## src/design/hmt_pkg.sv

```systemverilog
// Package for the hyperbox micro-cluster table: widths, item kinds, status codes,
// register indexes and the types shared between the cell, divider and top level.
// No dependencies.
`default_nettype none
package hmt_pkg;
    localparam int MaxClusters = 16;
    localparam int Features    = 4;
    localparam int SlotW       = 4;
    localparam int CountW      = 5;
    localparam int FeatW       = 16;
    localparam int DistW       = 18;
    localparam int NCntW       = 16;
    localparam int DateW       = 32;

    typedef enum logic [1:0] {
        KIND_SEARCH = 2'd0,
        KIND_ADD    = 2'd1,
        KIND_ABSORB = 2'd2,
        KIND_AGE    = 2'd3
    } kind_t;

    typedef enum logic [1:0] {
        ST_OK     = 2'd0,
        ST_FULL   = 2'd1,
        ST_EMPTY  = 2'd2,
        ST_UNUSED = 2'd3
    } status_t;

    localparam logic [2:0] REG_BOX0    = 3'd0;
    localparam logic [2:0] REG_BOX1    = 3'd1;
    localparam logic [2:0] REG_BOX2    = 3'd2;
    localparam logic [2:0] REG_BOX3    = 3'd3;
    localparam logic [2:0] REG_AGE_THR = 3'd4;
    localparam logic [2:0] REG_AGE_PEN = 3'd5;

    typedef logic signed [FeatW-1:0] feat_t;

    // Beat that walks the chain, one cell further each cycle; only one item walks the chain at a time
    typedef struct packed {
        logic                    valid;
        logic [1:0]              kind;
        feat_t [Features-1:0]    feat;
        logic [DateW-1:0]        date;
        logic [SlotW-1:0]        slot;
        logic [CountW-1:0]       used;
        logic                    found;
        logic [SlotW-1:0]        best_idx;
        logic [DistW-1:0]        best_dist;
        // absorb results carried back to the target cell
        logic                    wr;
        feat_t [Features-1:0]    wr_center;
    } beat_t;

    typedef struct packed {
        logic [Features-1:0][15:0] box;
        logic [DateW-1:0]          thr;
        logic [8:0]                pen;
    } cfg_t;
endpackage
`default_nettype wire

```

## src/design/hmt_div.sv

```systemverilog
// Restoring divider for the absorb running mean: signed numerator by n+1,
// rounded to nearest with ties away from zero. Uses hmt_pkg.
`default_nettype none
module hmt_div (
    input  wire logic                         aclk,
    input  wire logic                         aresetn,
    input  wire logic                         start,
    input  wire logic signed [33:0]           num,
    input  wire logic [16:0]                  den,
    output logic                              done,
    output hmt_pkg::feat_t                    quot
);
    localparam int MagW = 34;
    logic [MagW-1:0] rem_reg, rem_next, q_reg, q_next;
    logic [16:0]     den_reg;
    logic            neg_reg;
    logic [5:0]      cnt_reg, cnt_next;
    logic            busy_reg, busy_next;
    logic [MagW:0]   trial;
    logic [MagW-1:0] mag;
    logic [MagW-1:0] q_signed;

    assign mag = num[33] ? MagW'(-num) : MagW'(num);

    // one quotient bit per cycle
    always_comb begin
        rem_next  = rem_reg;
        q_next    = q_reg;
        cnt_next  = cnt_reg;
        busy_next = busy_reg;
        trial     = '0;
        if (start) begin
            rem_next  = '0;
            q_next    = mag + MagW'(den >> 1);
            cnt_next  = 6'(MagW);
            busy_next = 1'b1;
        end else if (busy_reg) begin
            trial = {rem_reg, q_reg[MagW-1]} - {18'd0, den_reg};
            if (!trial[MagW]) begin
                rem_next = trial[MagW-1:0];
                q_next   = {q_reg[MagW-2:0], 1'b1};
            end else begin
                rem_next = {rem_reg[MagW-2:0], q_reg[MagW-1]};
                q_next   = {q_reg[MagW-2:0], 1'b0};
            end
            cnt_next = cnt_reg - 6'd1;
            if (cnt_reg == 6'd1) busy_next = 1'b0;
        end
    end

    always_ff @(posedge aclk) begin
        if (!aresetn) begin
            busy_reg <= 1'b0;
            cnt_reg  <= '0;
        end else begin
            busy_reg <= busy_next;
            cnt_reg  <= cnt_next;
        end
        rem_reg <= rem_next;
        q_reg   <= q_next;
        if (start) begin
            den_reg <= den;
            neg_reg <= num[33];
        end
    end

    // last quotient bit is formed in the done cycle
    assign q_signed = neg_reg ? -q_next : q_next;
    assign quot     = hmt_pkg::feat_t'(q_signed[15:0]);
    assign done     = busy_reg && (cnt_reg == 6'd1);
endmodule
`default_nettype wire

```

## config.mk

```make
export PLATFORM = sky130hd
export DESIGN_NAME = hmt_div
export DESIGN_NICKNAME = d
export VERILOG_FILES = /design/src/design/hmt_pkg.sv /design/src/design/hmt_div.sv
export SDC_FILE = /design/constraint.sdc
export NUM_CORES = 1
export LEC_CHECK = 0
export BUFFER_PORTS_ARGS = -buffer_cell sky130_fd_sc_hd__buf_2
export CAP_MARGIN = 25
export CORE_MARGIN = 5
export CORE_UTILIZATION = 55
export CTS_BUF_LIST = sky130_fd_sc_hd__clkbuf_4 sky130_fd_sc_hd__clkbuf_8 sky130_fd_sc_hd__clkbuf_16
export CTS_CLUSTER_DIAMETER = 40
export DETAILED_ROUTE_END_ITERATION = 8
export PLACE_DENSITY = 0.84
export SYNTH_ARGS = -nofsm -noshare
export SYNTH_HDL_FRONTEND = slang
export SYNTH_SLANG_ARGS = --single-unit
```

## constraint.sdc

```tcl
create_clock -name aclk -period 6.1 [get_ports aclk]
set_input_delay 0.305 -clock aclk [delete_from_list [all_inputs] [get_ports aclk]]
set_output_delay 0.305 -clock aclk [all_outputs]
set_load 0.01 [all_outputs]
```

* After elaboration in Yosys (flattened, before gate mapping)
Cells that the tools add are included.
Storage, ports and cells: register bits after elaboration 93, input bits 54, output and inout port bits 17, word-level logic and storage cells 28
Operators by class: add/subtract/negate cells 5, eq/ne operators 1, multiplexer cells 11, bitwise gates (word level) 1, reductions and logical operators 3
Operators by type and width (count):
- $mux 34 | 4
- $sub 35x17->35 | 1
- $add 34x16->34 | 1
- $neg 34->34 | 1
- $mux 16 | 1
- $neg 16->16 | 1
- $mux 6 | 2
- $eq 6x1->1 const B | 1
- $sub 6x1->6 const B | 1
- $mux 1 | 4
- $reduce_bool 2->1 | 1
- $reduce_or 2->1 | 1
- $logic_and 1x1->1 | 1
- $not 1->1 | 1

* Longest topological paths before layout
depth in word-level cells 6, depth in mapped cells 19, mapped depth without buffers 17

* Worst setup path before layout
Ideal clock, no wire load.
path type input -> register, start point input num[33], end point register q_reg[24] (data pin), arrival time 4.242 ns, data required time 5.843 ns, slack 1.601 ns, stages 17, cells stage by stage clkbuf_1 -> clkbuf_1 -> clkbuf_1 -> clkbuf_1 -> buf_1 -> o41ai_1 -> xnor2_1 -> ha_1 -> o21ai_0 -> or2_2 -> a21oi_1 -> o2111ai_1 -> a21o_1 -> and2_1 -> clkbuf_1 -> or4_1 -> a32o_1
On the way: word-level cells in the longest chain between the ends 3
RTL lines:
- from (decl) | line hmt_div.sv:8 | input wire logic signed [33:0] num,
- $mux 34 | line hmt_div.sv:23 | assign mag = num[33] ? MagW'(-num) : MagW'(num);
- $add 34x16->34 | line hmt_div.sv:34 | q_next = mag + MagW'(den >> 1);
- $mux 34 | line hmt_div.sv:32 | if (start) begin
- named net q_next[24] | line hmt_div.sv:14 | logic [MagW-1:0] rem_reg, rem_next, q_reg, q_next;
- to (signal assigned) | line hmt_div.sv:60 | q_reg <= q_next;
- to (decl) | line hmt_div.sv:14
The timed path passes the listed nets, and every way through them passes these cells. A chain may end at the register's enable or synchronous reset.

* Worst setup path in the final report
start point register q_reg[33], end point output quot[14]
On the way: word-level cells in the longest chain between the ends 6
RTL lines:
- $sub 35x17->35 | line hmt_div.sv:38 | trial = {rem_reg, q_reg[MagW-1]} - {18'd0, den_reg};
- $mux 1 | line hmt_div.sv:39 | if (!trial[MagW]) begin
- $mux 34 | line hmt_div.sv:37 | end else if (busy_reg) begin
- $mux 34 | line hmt_div.sv:32
- $neg 16->16 | line hmt_div.sv:68 | assign q_signed = neg_reg ? -q_next : q_next;
- $mux 16 | line hmt_div.sv:68
- to (decl) | line hmt_div.sv:11 | output hmt_pkg::feat_t quot
No other way between the ends.

==> run_results.csv <==
group,metric,value,unit
worst_setup_path,crit_fanout,4,
cells_and_area,fin_area,0.00836,sq mm
synthesis,ys_warn_count,0,
timing,skew,0.00944,ns
cts,path_clk_slew,0.07,ns
timing,timing.hold.ws,0.120,ns
status,outcome,"completed",
synthesis,syn-num-nets,1015,
floorplan,core.rowCount,43,
global_routing,grt_pass1_wl,31300,um
worst_setup_path,crit_top_cell,"inv_1",
worst_setup_path,path_class,"flop to primary output",
cts,htree_levels,3,
floorplan,fp.dieW,128,um
global_routing,busiest_layer,"met2",
timing,setup-tns-final,0,ns
job,maxCapViolCount,0,
cts,cts_inserted_buffers,9,
route,firstDrtPassIters,5,
cells_and_area,finalNetCount,1051,
global_routing,grt_util_met1,31.0,%
global_routing,grt_pass1_vias,6560,
timing,hold_violations,0,
cts,clock_latency,0.36,ns
global_routing,use_met3,5.04,%
cells_and_area,instances_no_fill,1143,
global_routing,track_usage,23.4,%
cts,cts_tree,"yes",
synthesis,synth_seq_area_share,29.2,%
timing,finalSetupViolCount,0,
worst_setup_path,critPathTopFamily,"compound AO/OA/AOI/OAI gates",
synthesis,synthesis.area,0.00761,sq mm
synthesis,postSynthCellCount,921,
timing,fmax,201,MHz
timing,rsz0062_at_grt,"no",
floorplan,core_area,0.0137,sq mm
floorplan,die_height,128,um
synthesis,synth.avg_cell_area,8.27,sq um
cells_and_area,syn2layout_area_growth,9.79,%
worst_setup_path,crit_slowest_cell,"a2111oi_4",
timing,post-route-period-util,81.6,%
floorplan,die_area,0.0163,sq mm
timing,drv_slew,0,
min_path,hold_class,"primary input to flop",
synthesis,dominantRegCellSynth,"dfxtp_1",
global_routing,grt_max_degree,80,
cells_and_area,post-route-util,60.9,%
floorplan,start_util,55.5,%
power,leakage,0.00321,uW
cts,clk_path_buf_depth,2,
power,power_density,261,mW/mm^2
synthesis,synth_edf_count,36,
place,hpwl,14100,um
synthesis,async_reset_ff_share,0,%
global_routing,overflow,0,
route,remaining_drc_errors,0,
worst_setup_path,worst_setup_path_end_kind,"primary output",
synthesis,ys_ff_latch,93,
place,gp_congestion,0.916,
place,place_area,0.00803,sq mm
global_routing,antenna_found_initial,1,
route,vias,7158,
place,dp_cells,1126,
cts,postCtsSetupBuffers,0,
floorplan,ios,71,
route,first_iter_violations,597,
worst_setup_path,cp_num_buf_inv,4,
timing,max-slew-margin-rel,38.2,%
route,finalWirelength,18900,um
worst_setup_path,startpoint_type,"flop",
cts,holdBufCountCts,0,
timing,worstMarginPinSlew,0.915,ns
route,drt.antenna.violating_nets,0,
timing,min_period,4.98,ns
cts,clockRootBuffer,"clkbuf_16",
worst_setup_path,slowest_delay,0.42,ns
route,wl_per_cell,16.5,um
global_routing,use_met2,37.8,%
cts,cts.sinks,93,
worst_setup_path,worstPathArrival,4.67,ns
worst_setup_path,reg2reg_slack,2.03,ns
cts,cts_resized,0,
worst_setup_path,crit_chain,"inv_1 -> ha_1 -> fa_1 -> nand2b_1 -> a21o_1 -> a2111oi_4 -> o311ai_0 -> o211a_1 -> inv_1 -> ha_1 -> inv_1 -> or2_2 -> nor4_1 -> nor3b_1 -> nand4_1 -> o31ai_1 -> xnor2_1 -> buf_2",
route,viasPerCell,6.26,
place,numPortBuffers,70,
cells_and_area,final_layout_size_suffix_gt1_share,13.7,%
power,max-vdd-ir-drop,0.164,mV
worst_setup_path,worstPathRequired,5.79,ns
synthesis,ys_types,78,
[stage by stage]
stage / worst slack (ns) / power, uW
finish: 1.12 / 2180
global route: 0.749 / 2310
CTS: 1.13 / 2180
detailed placement: 1.53 / 1550
global placement: 1.67 / 1540
floorplan: 1.60 / 1360
[cell usage after synthesis (27+ instances only)]
cell type   n  share of area (%)
nand2_1    96                4.7
nor2_1     66                3.3
dfxtp_1    57                 15
xnor2_1    56                6.4
o21ai_0    45                3.0
inv_1      43                2.1
clkbuf_1   39                1.9
a21oi_1    38                2.5
ha_1       38                6.2
edfxtp_1   36                 14
o31ai_1    27                2.7
[layout make-up]
class / instances / area [sq um]
fillers: 1204 / 5360
multi-input cells: 733 / 5020
flip-flops and latches: 93 / 2220
repair buffers: 75 / 388
clock buffers: 9 / 225
well taps: 180 / 225
inverters: 45 / 169
clock inverters: 7 / 103
diodes: 1 / 2.50
[worst reg2reg max path: cells and delay by family (launching register included)]
family	cells	cell delay [ns]
AO/OA/AOI/OAI	3	0.96
adder cells (fa/ha/maj)	2	0.60
buffers and inverters	1	0.05
flip-flops	1	0.35
AND/OR/NAND/NOR	5	2.02
[layout by cell type (no fill, tap or decap), drive strengths merged, types with 28 or more instances in the layout]
cell / instances
buf: 75
a21oi: 38
edfxtp: 36
o21ai: 45
nand2: 97
dfxtp: 57
inv: 47
o31ai: 28
nor2: 66
ha: 38
xnor2: 56
[final timing paths]
check,from,to,depth (start not counted)
setup / recovery,q_reg[33],quot[14],18
hold / removal,den[0],den_reg[0],1
setup reg to reg,q_reg[33],rem_reg[31],11
hold reg to reg,rem_reg[1],rem_reg[1],2
[cells by family after synthesis]
family,share of synthesized area (%)
simple gates,23.3
compound gates,24.8
buf+inv,4.83
flops,29.2
xor+xnor,8.74
fa+ha+maj,6.77
mux,2.40
[power breakdown]
part,switching (uW),total [uW],internal [uW]
logic,454,773,319
registers,54.1,784,730
clock network,260,625,365
[layer usage]
metal / wire length [um] / up-vias
li1: - / 3542
met1: 8270 / 3310
met2: 8760 / 257
met3: 1320 / 49
met4: 543 / 0
met5: 0 / -
Power figures use the tool's default switching activity.
