--- src/design/hmt_pkg.sv ---
// Package for the hyperbox micro-cluster table: widths, item kinds, status codes,
// register indexes and the types shared between the cell, divider and top level.
// No dependencies.
`default_nettype none
package hmt_pkg;
    localparam int MaxClusters = 16;
    localparam int Features    = 4;
    localparam int SlotW       = 4;
    localparam int CountW      = 5;
    localparam int FeatW       = 16;
    localparam int DistW       = 18;
    localparam int NCntW       = 16;
    localparam int DateW       = 32;

    typedef enum logic [1:0] {
        KIND_SEARCH = 2'd0,
        KIND_ADD    = 2'd1,
        KIND_ABSORB = 2'd2,
        KIND_AGE    = 2'd3
    } kind_t;

    typedef enum logic [1:0] {
        ST_OK     = 2'd0,
        ST_FULL   = 2'd1,
        ST_EMPTY  = 2'd2,
        ST_UNUSED = 2'd3
    } status_t;

    localparam logic [2:0] REG_BOX0    = 3'd0;
    localparam logic [2:0] REG_BOX1    = 3'd1;
    localparam logic [2:0] REG_BOX2    = 3'd2;
    localparam logic [2:0] REG_BOX3    = 3'd3;
    localparam logic [2:0] REG_AGE_THR = 3'd4;
    localparam logic [2:0] REG_AGE_PEN = 3'd5;

    typedef logic signed [FeatW-1:0] feat_t;

    // Beat that walks the chain, one cell further each cycle; only one item walks the chain at a time
    typedef struct packed {
        logic                    valid;
        logic [1:0]              kind;
        feat_t [Features-1:0]    feat;
        logic [DateW-1:0]        date;
        logic [SlotW-1:0]        slot;
        logic [CountW-1:0]       used;
        logic                    found;
        logic [SlotW-1:0]        best_idx;
        logic [DistW-1:0]        best_dist;
        // absorb results carried back to the target cell
        logic                    wr;
        feat_t [Features-1:0]    wr_center;
    } beat_t;

    typedef struct packed {
        logic [Features-1:0][15:0] box;
        logic [DateW-1:0]          thr;
        logic [8:0]                pen;
    } cfg_t;
endpackage
`default_nettype wire

--- src/design/hmt_cell.sv ---
// One table entry: center, count and date, with the search, add, absorb-write
// and age logic applied to the beat passing through. Uses hmt_pkg.
`default_nettype none
module hmt_cell (
    input  wire logic                        aclk,
    input  wire logic                        aresetn,
    input  wire logic [hmt_pkg::SlotW-1:0]   my_idx,
    input  wire hmt_pkg::cfg_t               cfg,
    input  wire hmt_pkg::beat_t              beat_in,
    output hmt_pkg::beat_t                   beat_out,
    output logic [hmt_pkg::NCntW-1:0]        count_out,
    output hmt_pkg::feat_t [hmt_pkg::Features-1:0] center_out
);
    hmt_pkg::feat_t [hmt_pkg::Features-1:0] center_reg;
    logic [hmt_pkg::NCntW-1:0] count_reg;
    logic [hmt_pkg::DateW-1:0] date_reg;
    hmt_pkg::beat_t            beat_reg, beat_next;
    logic                      occupied;
    logic                      hit;
    logic                      inbox;
    logic [hmt_pkg::DistW-1:0] sum;
    logic [16:0]               d [hmt_pkg::Features];
    logic [32:0]               limit;
    logic [24:0]               prod;
    logic [hmt_pkg::NCntW-1:0] aged;

    assign occupied = {1'b0, my_idx} < beat_in.used;
    assign hit      = beat_in.valid && (beat_in.slot == my_idx);

    // distance and box test for this entry
    always_comb begin
        inbox = 1'b1;
        sum   = '0;
        for (int f = 0; f < hmt_pkg::Features; f++) begin
            d[f] = (center_reg[f] > beat_in.feat[f])
                 ? 17'({center_reg[f][15], center_reg[f]} - {beat_in.feat[f][15], beat_in.feat[f]})
                 : 17'({beat_in.feat[f][15], beat_in.feat[f]} - {center_reg[f][15], center_reg[f]});
            if ({d[f], 1'b0} >= {2'b00, cfg.box[f]}) inbox = 1'b0;
            sum = sum + hmt_pkg::DistW'(d[f]);
        end
    end

    assign limit = {1'b0, date_reg} + {1'b0, cfg.thr};
    assign prod  = 25'(count_reg) * 25'(cfg.pen);
    always_comb begin
        if (prod[24:8] == '0)          aged = 16'd1;
        else if (prod[24] != 1'b0)     aged = 16'hFFFF;
        else                           aged = prod[23:8];
    end

    always_comb begin
        beat_next = beat_in;
        if (beat_in.valid && occupied && beat_in.kind == hmt_pkg::KIND_SEARCH && inbox &&
            (!beat_in.found || sum < beat_in.best_dist)) begin
            beat_next.found     = 1'b1;
            beat_next.best_idx  = my_idx;
            beat_next.best_dist = sum;
        end
    end

    // entry update
    always_ff @(posedge aclk) begin
        if (beat_in.valid && beat_in.kind == hmt_pkg::KIND_ADD && !beat_in.wr &&
            {1'b0, my_idx} == beat_in.used) begin
            center_reg <= beat_in.feat;
            count_reg  <= 16'd1;
            date_reg   <= beat_in.date;
        end
        if (hit && beat_in.kind == hmt_pkg::KIND_ABSORB && beat_in.wr) begin
            center_reg <= beat_in.wr_center;
            if (count_reg != 16'hFFFF) count_reg <= count_reg + 16'd1;
            if (beat_in.date > date_reg) date_reg <= beat_in.date;
        end
        if (beat_in.valid && occupied && beat_in.kind == hmt_pkg::KIND_AGE &&
            limit < {1'b0, beat_in.date} && count_reg > 16'd1) begin
            count_reg <= aged;
        end
        if (!aresetn) beat_reg <= '0;
        else          beat_reg <= beat_next;
    end

    assign beat_out   = beat_reg;
    assign count_out  = count_reg;
    assign center_out = center_reg;
endmodule
`default_nettype wire

--- config.mk ---
export PLATFORM = sky130hd
export DESIGN_NAME = hmt_cell
export DESIGN_NICKNAME = d
export VERILOG_FILES = /design/src/design/hmt_pkg.sv /design/src/design/hmt_cell.sv
export SDC_FILE = /design/constraint.sdc
export NUM_CORES = 1
export LEC_CHECK = 0
export BUFFER_PORTS_ARGS = -buffer_cell sky130_fd_sc_hd__buf_2
export CAP_MARGIN = 20
export CORE_MARGIN = 1
export CORE_UTILIZATION = 40
export CTS_CLUSTER_DIAMETER = 150
export DETAILED_ROUTE_END_ITERATION = 10
export PLACE_DENSITY = 0.71
export SETUP_SLACK_MARGIN = 0.05
export SLEW_MARGIN = 10
export SYNTH_ARGS = -nofsm -noshare
export SYNTH_HDL_FRONTEND = slang
export SYNTH_SLANG_ARGS = --single-unit
--- constraint.sdc ---
create_clock -name aclk -period 9.32 [get_ports aclk]
set_clock_uncertainty 0.2 [all_clocks]
set_input_delay 1.398 -clock aclk [delete_from_list [all_inputs] [get_ports aclk]]
set_output_delay 1.398 -clock aclk [all_outputs]
set_load 0.05 [all_outputs]
# After elaboration in Yosys (flattened, before gate mapping)
# Cells that the tools add are included.
dict set report totals {
  word_cells 95
  ff_bits 308
  out_inout_bits 276
  inputBits 307
}
dict set report op_classes {
  muxes 20
  add_sub_neg 13
  multipliers 1
  n_reduce_logical 19
  order_cmp 13
  eq_ne 6
}
# op count
set op_table {}
lappend op_table {{16-bit by 16-bit subtractor with 17-bit output} 8}
lappend op_table {{64-bit 2-to-1 mux} 2}
lappend op_table {{16-bit 2-to-1 mux} 6}
lappend op_table {{32-bit 2-to-1 mux} 3}
lappend op_table {{18-bit by 16-bit >= comparator with 1-bit output} 4}
lappend op_table {{17-bit 2-to-1 mux} 4}
lappend op_table {{16-bit greater-than comparator} 4}
lappend op_table {{18-bit by 17-bit adder with 18-bit output} 2}
lappend op_table {{32-bit by 32-bit adder with 33-bit output} 1}
lappend op_table {{33-bit by 32-bit less-than comparator with 1-bit output} 1}
lappend op_table {{32-bit greater-than comparator} 1}
lappend op_table {{16-bit by 9-bit multiplier with 25-bit output} 1}
lappend op_table {{23-bit 2-to-1 mux} 1}
lappend op_table {{17-bit by 17-bit adder with 18-bit output} 1}
lappend op_table {{18-bit less-than comparator} 1}
lappend op_table {{17-bit zero test} 1}
lappend op_table {{16-bit by 1-bit adder with 16-bit output, second input constant} 1}
lappend op_table {{16-bit by 1-bit greater-than comparator with 1-bit output, second input constant} 1}
lappend op_table {{16-bit != test, second input constant} 1}
lappend op_table {{1-bit logical AND} 13}
lappend op_table {{4-bit by 5-bit equality test with 1-bit output} 1}
lappend op_table {{4-bit by 5-bit less-than comparator with 1-bit output} 1}
lappend op_table {{2-bit equality test, second input constant} 2}
lappend op_table {{4-bit equality test} 1}
lappend op_table {{6 further kinds} 10}

# Logic depth before layout (Yosys ltp)
# Gate-level depths: netlist (run 1).
dict set report logic_depth {
  word_depth 10
  ltp_mapped 39
  ltp_nobuf 35
}

# Worst setup path before layout (run 1)
# OpenSTA, ideal clock, no wires.
dict set report synth_timing {
  kind {input -> register}
  from {input beat_in[183] in the netlist's numbering}
  to {register beat_reg, in the netlist beat_out[78]}
  arrival_ns 8.984
  setup_slack_ns 0.064
  stages 37
  path_cell_list {inv_1 ha_1 clkbuf_1 a211oi_1 o211ai_1 o211a_1 a221o_1 o21ai_2 clkbuf_1 buf_1 mux2_2 fa_1 inv_1 fa_1 inv_1 ha_1 fa_1 a21o_1 a21oi_1 o21a_1 nor3_1 a211oi_1 nor3_1 o31a_1 or3_1 and2_1 ha_1 nor2_1 nand2_1 o21ai_0 a211o_1 o211ai_1 nor4_1 and4b_1 buf_6 buf_6 mux2i_1}
}
dict set report synth_between {
  elab_chain_cells 7
  word_cells_on_any_way 12
}
# item line
set synth_rtl {}
lappend synth_rtl {{start: declaration} hmt_cell.sv:9} ;# input wire hmt_pkg::beat_t beat_in,
lappend synth_rtl {{16-bit by 16-bit subtractor with 17-bit output, or another cell as far along} hmt_cell.sv:37} ;# : 17'({beat_in.feat[f][15], beat_in.feat[f]} - {center_reg[f][15], center_reg[f]});
lappend synth_rtl {{17-bit 2-to-1 mux *} hmt_cell.sv:36} ;# ? 17'({center_reg[f][15], center_reg[f]} - {beat_in.feat[f][15], beat_in.feat[f]})
lappend synth_rtl {{18-bit by 17-bit adder with 18-bit output / 18-bit by 16-bit >= comparator with 1-bit output (equally long branches)} {hmt_cell.sv:39, hmt_cell.sv:38}}
lappend synth_rtl {{18-bit less-than comparator / 1-bit 2-to-1 mux (equally long branches)} {hmt_cell.sv:54, hmt_cell.sv:38}}
lappend synth_rtl {{1-bit logical OR / 1-bit logical AND (equally long branches)} {hmt_cell.sv:54, hmt_cell.sv:53}}
lappend synth_rtl {{1-bit logical AND} hmt_cell.sv:53} ;# if (beat_in.valid && occupied && beat_in.kind == hmt_pkg::KIND_SEARCH && inbox &&
lappend synth_rtl {{23-bit 2-to-1 mux *} hmt_cell.sv:53}
lappend synth_rtl {{end signal: assignment} hmt_cell.sv:79} ;# else beat_reg <= beat_next;
lappend synth_rtl {{end: declaration} hmt_cell.sv:17} ;# hmt_pkg::beat_t beat_reg, beat_next;
# Every way passes the cells marked *; elsewhere a longest branch is shown, timed or not.
# A chain may end at the register's enable or synchronous reset.

# Worst setup path in the final report (run 1)
dict set report layout_timing {
  from {input beat_in[174] in the netlist's numbering}
  to {register beat_reg, in the netlist beat_out[69]}
}
dict set report layout_between {
  elab_chain_cells 8
  word_cells_on_any_way 14
}
# item line
set layout_rtl {}
lappend layout_rtl {{16-bit by 16-bit subtractor with 17-bit output, or another cell as far along} hmt_cell.sv:37}
lappend layout_rtl {{17-bit 2-to-1 mux *} hmt_cell.sv:36}
lappend layout_rtl {{18-bit by 17-bit adder with 18-bit output / 18-bit by 16-bit >= comparator with 1-bit output (equally long branches)} {hmt_cell.sv:39, hmt_cell.sv:38}}
lappend layout_rtl {{18-bit by 17-bit adder with 18-bit output / 1-bit 2-to-1 mux (equally long branches)} {hmt_cell.sv:39, hmt_cell.sv:38}}
lappend layout_rtl {{18-bit less-than comparator / 1-bit 2-to-1 mux (equally long branches)} {hmt_cell.sv:54, hmt_cell.sv:38}}
lappend layout_rtl {{1-bit logical OR / 1-bit logical AND (equally long branches)} {hmt_cell.sv:54, hmt_cell.sv:53}}
lappend layout_rtl {{1-bit logical AND} hmt_cell.sv:53}
lappend layout_rtl {{23-bit 2-to-1 mux *} hmt_cell.sv:53}
# Marked as above.

==> impl_metrics.ini, run 1 <==
[outcome]
status = complete, no violations

[routing]
final_antenna_net_count = 0
via_per_inst = 5.25
wirelength_um = 94900
drt_drc_violations_left = 0
detail_route.iter0.violations = 1840
route.detailed.wl_per_inst_um = 19.7
num_vias = 25300
firstDrtPassIters = 6

[sta]
period_minus_slack_ns = 8.87
layout_worst_path_cycle_share_pct = 95.1
setup_total_negative_slack_ns = 0
report.final.setup_viol = 0
max_freq_mhz = 113
worstMarginPinSlew_ns = 1.14
report.final.hold_viol_count = 0
rsz0062_at_grt = no
slew_violations = 0
slew_headroom_pct = 24.0

[power_and_ir_drop]
power_frac_clock_pct = 15.1
fraction_of_power_spent_switching_nets_pct = 48.6
power-per-cell-area_nw_per_um2 = 307
cellLeakagePower_uw = 0.0174
combinational_power_share_pct = 68.9
total_power_uw = 10400
sw_power_uw = 5030
power_report.internal_total_uw = 5320
pwr-share-seq_pct = 16.0
vdd.ir_drop.worst_v = 0.000439

[yosys]
synth.ff_latch_count = 308
avg_cell_area_syn_um2 = 8.58
synth_nets = 4092
synth.area.top_cells = sky130_fd_sc_hd__dfxtp_1 (17%), sky130_fd_sc_hd__ha_1 (16%), sky130_fd_sc_hd__fa_1 (10%), sky130_fd_sc_hd__edfxtp_1 (6.8%), sky130_fd_sc_hd__inv_1 (6.4%)
synth_most_common_cell = sky130_fd_sc_hd__inv_1
ys.warnings.count = 0
synth-seq-area-share_pct = 24.2
post-synth-top-area-fraction_pct = 17.4
mappedNetlistArea_um2 = 28100
synthDistinctLibCells = 87
asr_flop_ratio_synth_pct = 0
synth_cell_count_leaders = sky130_fd_sc_hd__inv_1 (482), sky130_fd_sc_hd__ha_1 (369), sky130_fd_sc_hd__nand2_1 (310), sky130_fd_sc_hd__dfxtp_1 (244), sky130_fd_sc_hd__and2_1 (234)
post_synth_inst_count = 3276
synth_top_cell_by_area = sky130_fd_sc_hd__dfxtp_1
ys_dominant_reg_cell = sky130_fd_sc_hd__dfxtp_1
number_of_enable_type_register_cells_in_the_synthesized_netlist = 64

[critical_path]
criticalPathCategory = in2reg
end_kind = register
critical_path_arrival_ns = 9.15
critical_path_start_type = primary input
cp_slowest_stage_delay_ns = 0.60
cp.required_ns = 9.61
worst-path-max-fanout = 22
critical-path-slowest-cell = sky130_fd_sc_hd__or4_1
worst-path-buf-inv = 7
worst_path_dominant_cell_family = adder cells

[floorplanning]
coreArea_um2 = 69100
die_boundary_width_um = 267
io-pin-count = 583
floorplan.die_area_um2 = 71300
die_h_um = 267
placement_rows = 96
start_util_pct = 40.7

[placed_design]
hpwl_um = 78100
place.gp.congestion = 0.968
placed_cell_area_um2 = 32400
port_buffers = 582
placed_cells_incl_taps = 4749

[cts]
clockBufferDepth = 3
cts.sink_count = 308
post_cts_buffers = 0
cts_tree = done
htreeDepth = 2
cts.reportedPaths.clkPinSlew_ns = 0.06
clkLatencyLatePin_ns = 0.57
cts_root_buffer = sky130_fd_sc_hd__clkbuf_16
cts_buffers = 39

[global_route]
grt_pass1_wl_um = 143000
globalRouteOverflowTotal = 0
grtUsageTotal_pct = 25.9
grt_antenna_before_repair = 20
grt_pass1_vias = 24600
grt_max_degree = 112

[layout]
areaGrowthSynthToFinish_pct = 20.0
final-instance-count-excl-fill = 4829
num-nets-final = 4675
flip_flop_count_of_the_largest_register_all_copies_and_words_added = 196
num-fill-cells = 6626
layout-drive-gt1-share_pct = 20.2
utilization_pct = 48.8
fin_area_um2 = 33700

[min_path]
worstHoldPathType = reg2reg

[run]
max_cap_violations = 0
[power groups by stage]
stage | clock [uW] | sequential (uW) | combinational [uW]
6_report | 1560 | 1650 | 7140
4_1_cts | 1600 | 1650 | 7100
3_5_place_dp | 0 | 1680 | 7050
3_3_place_gp | 0 | 1680 | 6900
2_1_floorplan | 0 | 1820 | 5190
5_1_grt | 1640 | 1670 | 8110
[worst reg2reg max path, delay by kind of cell (launching register included)]
| family | cells | cell delay (ns) |
|---|---|---|
| buf+inv | 5 | 0.66 |
| simple gates | 10 | 2.11 |
| mux | 2 | 0.63 |
| flops | 1 | 0.44 |
| fa+ha+maj | 6 | 2.31 |
| compound gates | 10 | 1.90 |
[cell type report]
cell class / count / area, um2 / area share (%)
well taps: 931 / 1160 / 3.46
multi-input cells: 2362 / 19000 / 56.4
repair buffers: 666 / 3570 / 10.6
diodes: 10 / 25.0 / 0.0742
inverters: 482 / 1810 / 5.37
clock inverters: 22 / 240 / 0.713
clock buffers: 48 / 1060 / 3.15
flip-flops and latches: 308 / 6810 / 20.2
[metrics by stage]
stage	setup WS, ns	hold WS, ns
2_1_floorplan	0.0640	0.256
3_3_place_gp	0.0462	0.268
3_5_place_dp	-0.196	0.280
4_1_cts	0.389	0.289
5_1_grt	0.0417	0.313
6_report	0.455	0.291
[repair_timing]
action / in CTS / in global routing
resized for setup: 0 / 6
setup endpoints to repair: 0 / 22
hold buffers: 0 / 0
[final timing paths]
| path | from | endpoint | slack [ns] | cells past startpoint |
|---|---|---|---|---|
| max | beat_in[174] | beat_out[69] | 0.45 | 35 |
| min | date_reg[13] | date_reg[13] | 0.29 | 2 |
| max reg2reg | center_out[45] | beat_out[69] | 0.97 | 33 |
| min reg2reg | date_reg[13] | date_reg[13] | 0.29 | 2 |
[routing by layer]
layer	GRT usage, %	routed length (um)	part of all wire (%)	vias up
met2	40.9	42400	45	881
met1	35.3	42900	45	12000
li1	-	-	-	12300
met4	9.88	3230	3.4	16
met5	0	97	0.10	-
met3	4.14	6250	6.6	161
[kinds of logic (layout without fill, tap and decap cells)]
logic type	after synthesis	after routing	synth area share [%]
compound gates	706	706	16.6
fa+ha+maj	509	509	26.4
xor+xnor	133	133	4.15
mux	98	98	3.55
other cells	0	10	0
flops	308	308	24.2
buf+inv	606	1218	8.31
simple gates	916	916	16.7
[placed cells by master (no fill, tap or decap), drive strengths merged, types with 8 or more instances in the layout]
master,synthesis,routed
a31oi,13,13
o31a,11,11
inv,482,491
fa,140,140
o21ai,158,158
nor3,39,39
mux2i,84,84
mux2,14,14
dfxtp,244,244
and2,234,234
xor2,46,46
or3,8,8
o21bai,28,28
nor2b,29,29
a221oi,12,12
nor4,21,21
a211oi,25,25
o21a,27,27
o211ai,22,22
a221o,8,8
and3,20,20
ha,369,369
and4,9,9
a21oi,191,191
nand2b,23,23
buf,28,666
nand3,49,49
or2,9,9
diode,0,10
o221ai,10,10
clkbuf,96,48
nor2,91,91
xnor2,87,87
o31ai,10,10
a21o,119,119
nand4,46,46
edfxtp,64,64
nand2,311,311
Power figures use the tool's default switching activity.
==> run 2: changes to the inputs <==
- CORE_UTILIZATION: 40 -> 45
- PLACE_DENSITY: 0.71 -> 0.77
==> run 2 against run 1 <==
Net effect:
- combinational power is 1% higher
- global-route usage grew 2.0 points
- critical path type unchanged
- largest power group unchanged
- wire length fell by 3.8%
- largest cell class unchanged
- total power rose by 0.68%
==> impl_metrics.ini, run 2 (same netlist as run 1, synthesis figures left out) <==
[outcome]
status = complete, no violations

[layout]
layout-drive-gt1-share_pct = 20.0
num-fill-cells = 5691
layout_commonest_cell = sky130_fd_sc_hd__buf_2
areaGrowthSynthToFinish_pct = 19.4
num-nets-final = 4661
flip_flop_count_of_the_largest_register_all_copies_and_words_added = 196
most_frequent_cells_in_the_layout = sky130_fd_sc_hd__buf_2 (581), sky130_fd_sc_hd__inv_1 (482), sky130_fd_sc_hd__ha_1 (369)
fin_area_um2 = 33500

[critical_path]
end_kind = register
critical_path_arrival_ns = 9.04
cp.required_ns = 9.61
cp_slowest_stage_delay_ns = 0.55
worst_path_dominant_cell_family = compound AO/OA/AOI/OAI gates
critical_path_start_type = primary input
timing.critical_path.mode_cell = sky130_fd_sc_hd__ha_1
criticalPathCategory = in2reg
critical-path-slowest-cell = sky130_fd_sc_hd__fa_1
worst-path-max-fanout = 22
worst-path-buf-inv = 4

[routing]
drt_drc_violations_left = 0
route.detailed.wl_per_inst_um = 19.3
detail_route.iter0.violations = 1659
via_per_inst = 5.36
final_antenna_net_count = 0
wirelength_um = 91400
firstDrtPassIters = 6
num_vias = 25300

[placed_design]
hpwl_um = 75300
placed_cell_area_um2 = 32100
place.gp.congestion = 1.01
port_buffers = 582

[power_and_ir_drop]
power-per-cell-area_nw_per_um2 = 311
cellLeakagePower_uw = 0.0173
vdd.ir_drop.worst_v = 0.000368
total_power_uw = 10400

[sta]
rsz0062_at_grt = no
layout_worst_path_cycle_share_pct = 93.9
slew_violations = 0
report.final.hold_viol_count = 0
timing.hold.ws_ns = 0.288
worstMarginPinSlew_ns = 0.942
setup_total_negative_slack_ns = 0
report.final.setup_viol = 0
max_freq_mhz = 114
slew_headroom_pct = 37.2
period_minus_slack_ns = 8.75

[min_path]
worstHoldPathType = reg2reg

[cts]
cts-hold-fix-buffers = 0
cts_buffers = 37
clockBufferDepth = 3
clkLatencyLatePin_ns = 0.57
cts_tree = done
cts.reportedPaths.clkPinSlew_ns = 0.06
cts_root_buffer = sky130_fd_sc_hd__clkbuf_16
htreeDepth = 2
cts.sink_count = 308

[floorplanning]
die_boundary_width_um = 252
start_util_pct = 45.5
placement_rows = 91
die_h_um = 252
coreArea_um2 = 61700
floorplan.die_area_um2 = 63400
io-pin-count = 583

[global_route]
grt_antenna_before_repair = 22
grtUsageTotal_pct = 27.9
grt_pass1_vias = 24200
grt_max_degree = 119
globalRouteOverflowTotal = 0
grt_pass1_wl_um = 138000

[run]
max_cap_violations = 0
[run 2: final cells by class]
class	instances	area (um2)	area share (%)
Clock inverter	16	200	0.597
Clock buffer	51	1100	3.28
Inverter	482	1810	5.39
Multi-Input combinational cell	2362	19100	56.8
Antenna cell	13	32.5	0.0970
Sequential cell	308	6810	20.3
Timing Repair Buffer	654	3490	10.4
Tap cell	837	1050	3.12
[run 2: tightest hold or removal path, delay by kind of cell, from the launching register on]
kind	cells	cell delay (ns)
flops	1	0.31
buf+inv	1	0.07
mux	1	0.06
[run 2: path summary, 6_finish.rpt]
kind / start / to / slack (ns) / cells after the start
setup / recovery: beat_in[159] / beat_out[82] / 0.57 / 30
hold / removal: date_reg[13] / date_reg[13] / 0.29 / 2
setup reg to reg: center_out[31] / beat_out[82] / 1.13 / 28
hold reg to reg: date_reg[13] / date_reg[13] / 0.29 / 2
[run 2: report_power, final]
part           internal [uW]  switching [uW]  total, uW  leakage, uW
clock                    922             649       1570     0.000645
combinational           2980            4230       7210       0.0141
sequential              1450             190       1640      0.00260
[run 2: what timing repair did]
item	CTS	global route
setup buffers	0	0
endpoints found under the setup margin	0	22
gates resized for setup	0	13
[run 2: stage by stage]
step                utilization (%)  std cells  setup WS [ns]
finish                         54.4       4723          0.568
global route                   54.3       4720         0.0156
CTS                            54.2       4708          0.352
detailed placement             52.0       4641         -0.222
global placement               52.0       4641         0.0963
floorplan                         -       3276         0.0640
[run 2: metal layers]
metal	wire [um]	track usage [%]	vias up
met5	54	0	-
met3	6730	6.10	139
met1	40400	37.0	12000
met4	2590	9.25	10
li1	-	-	12300
met2	41600	44.9	884
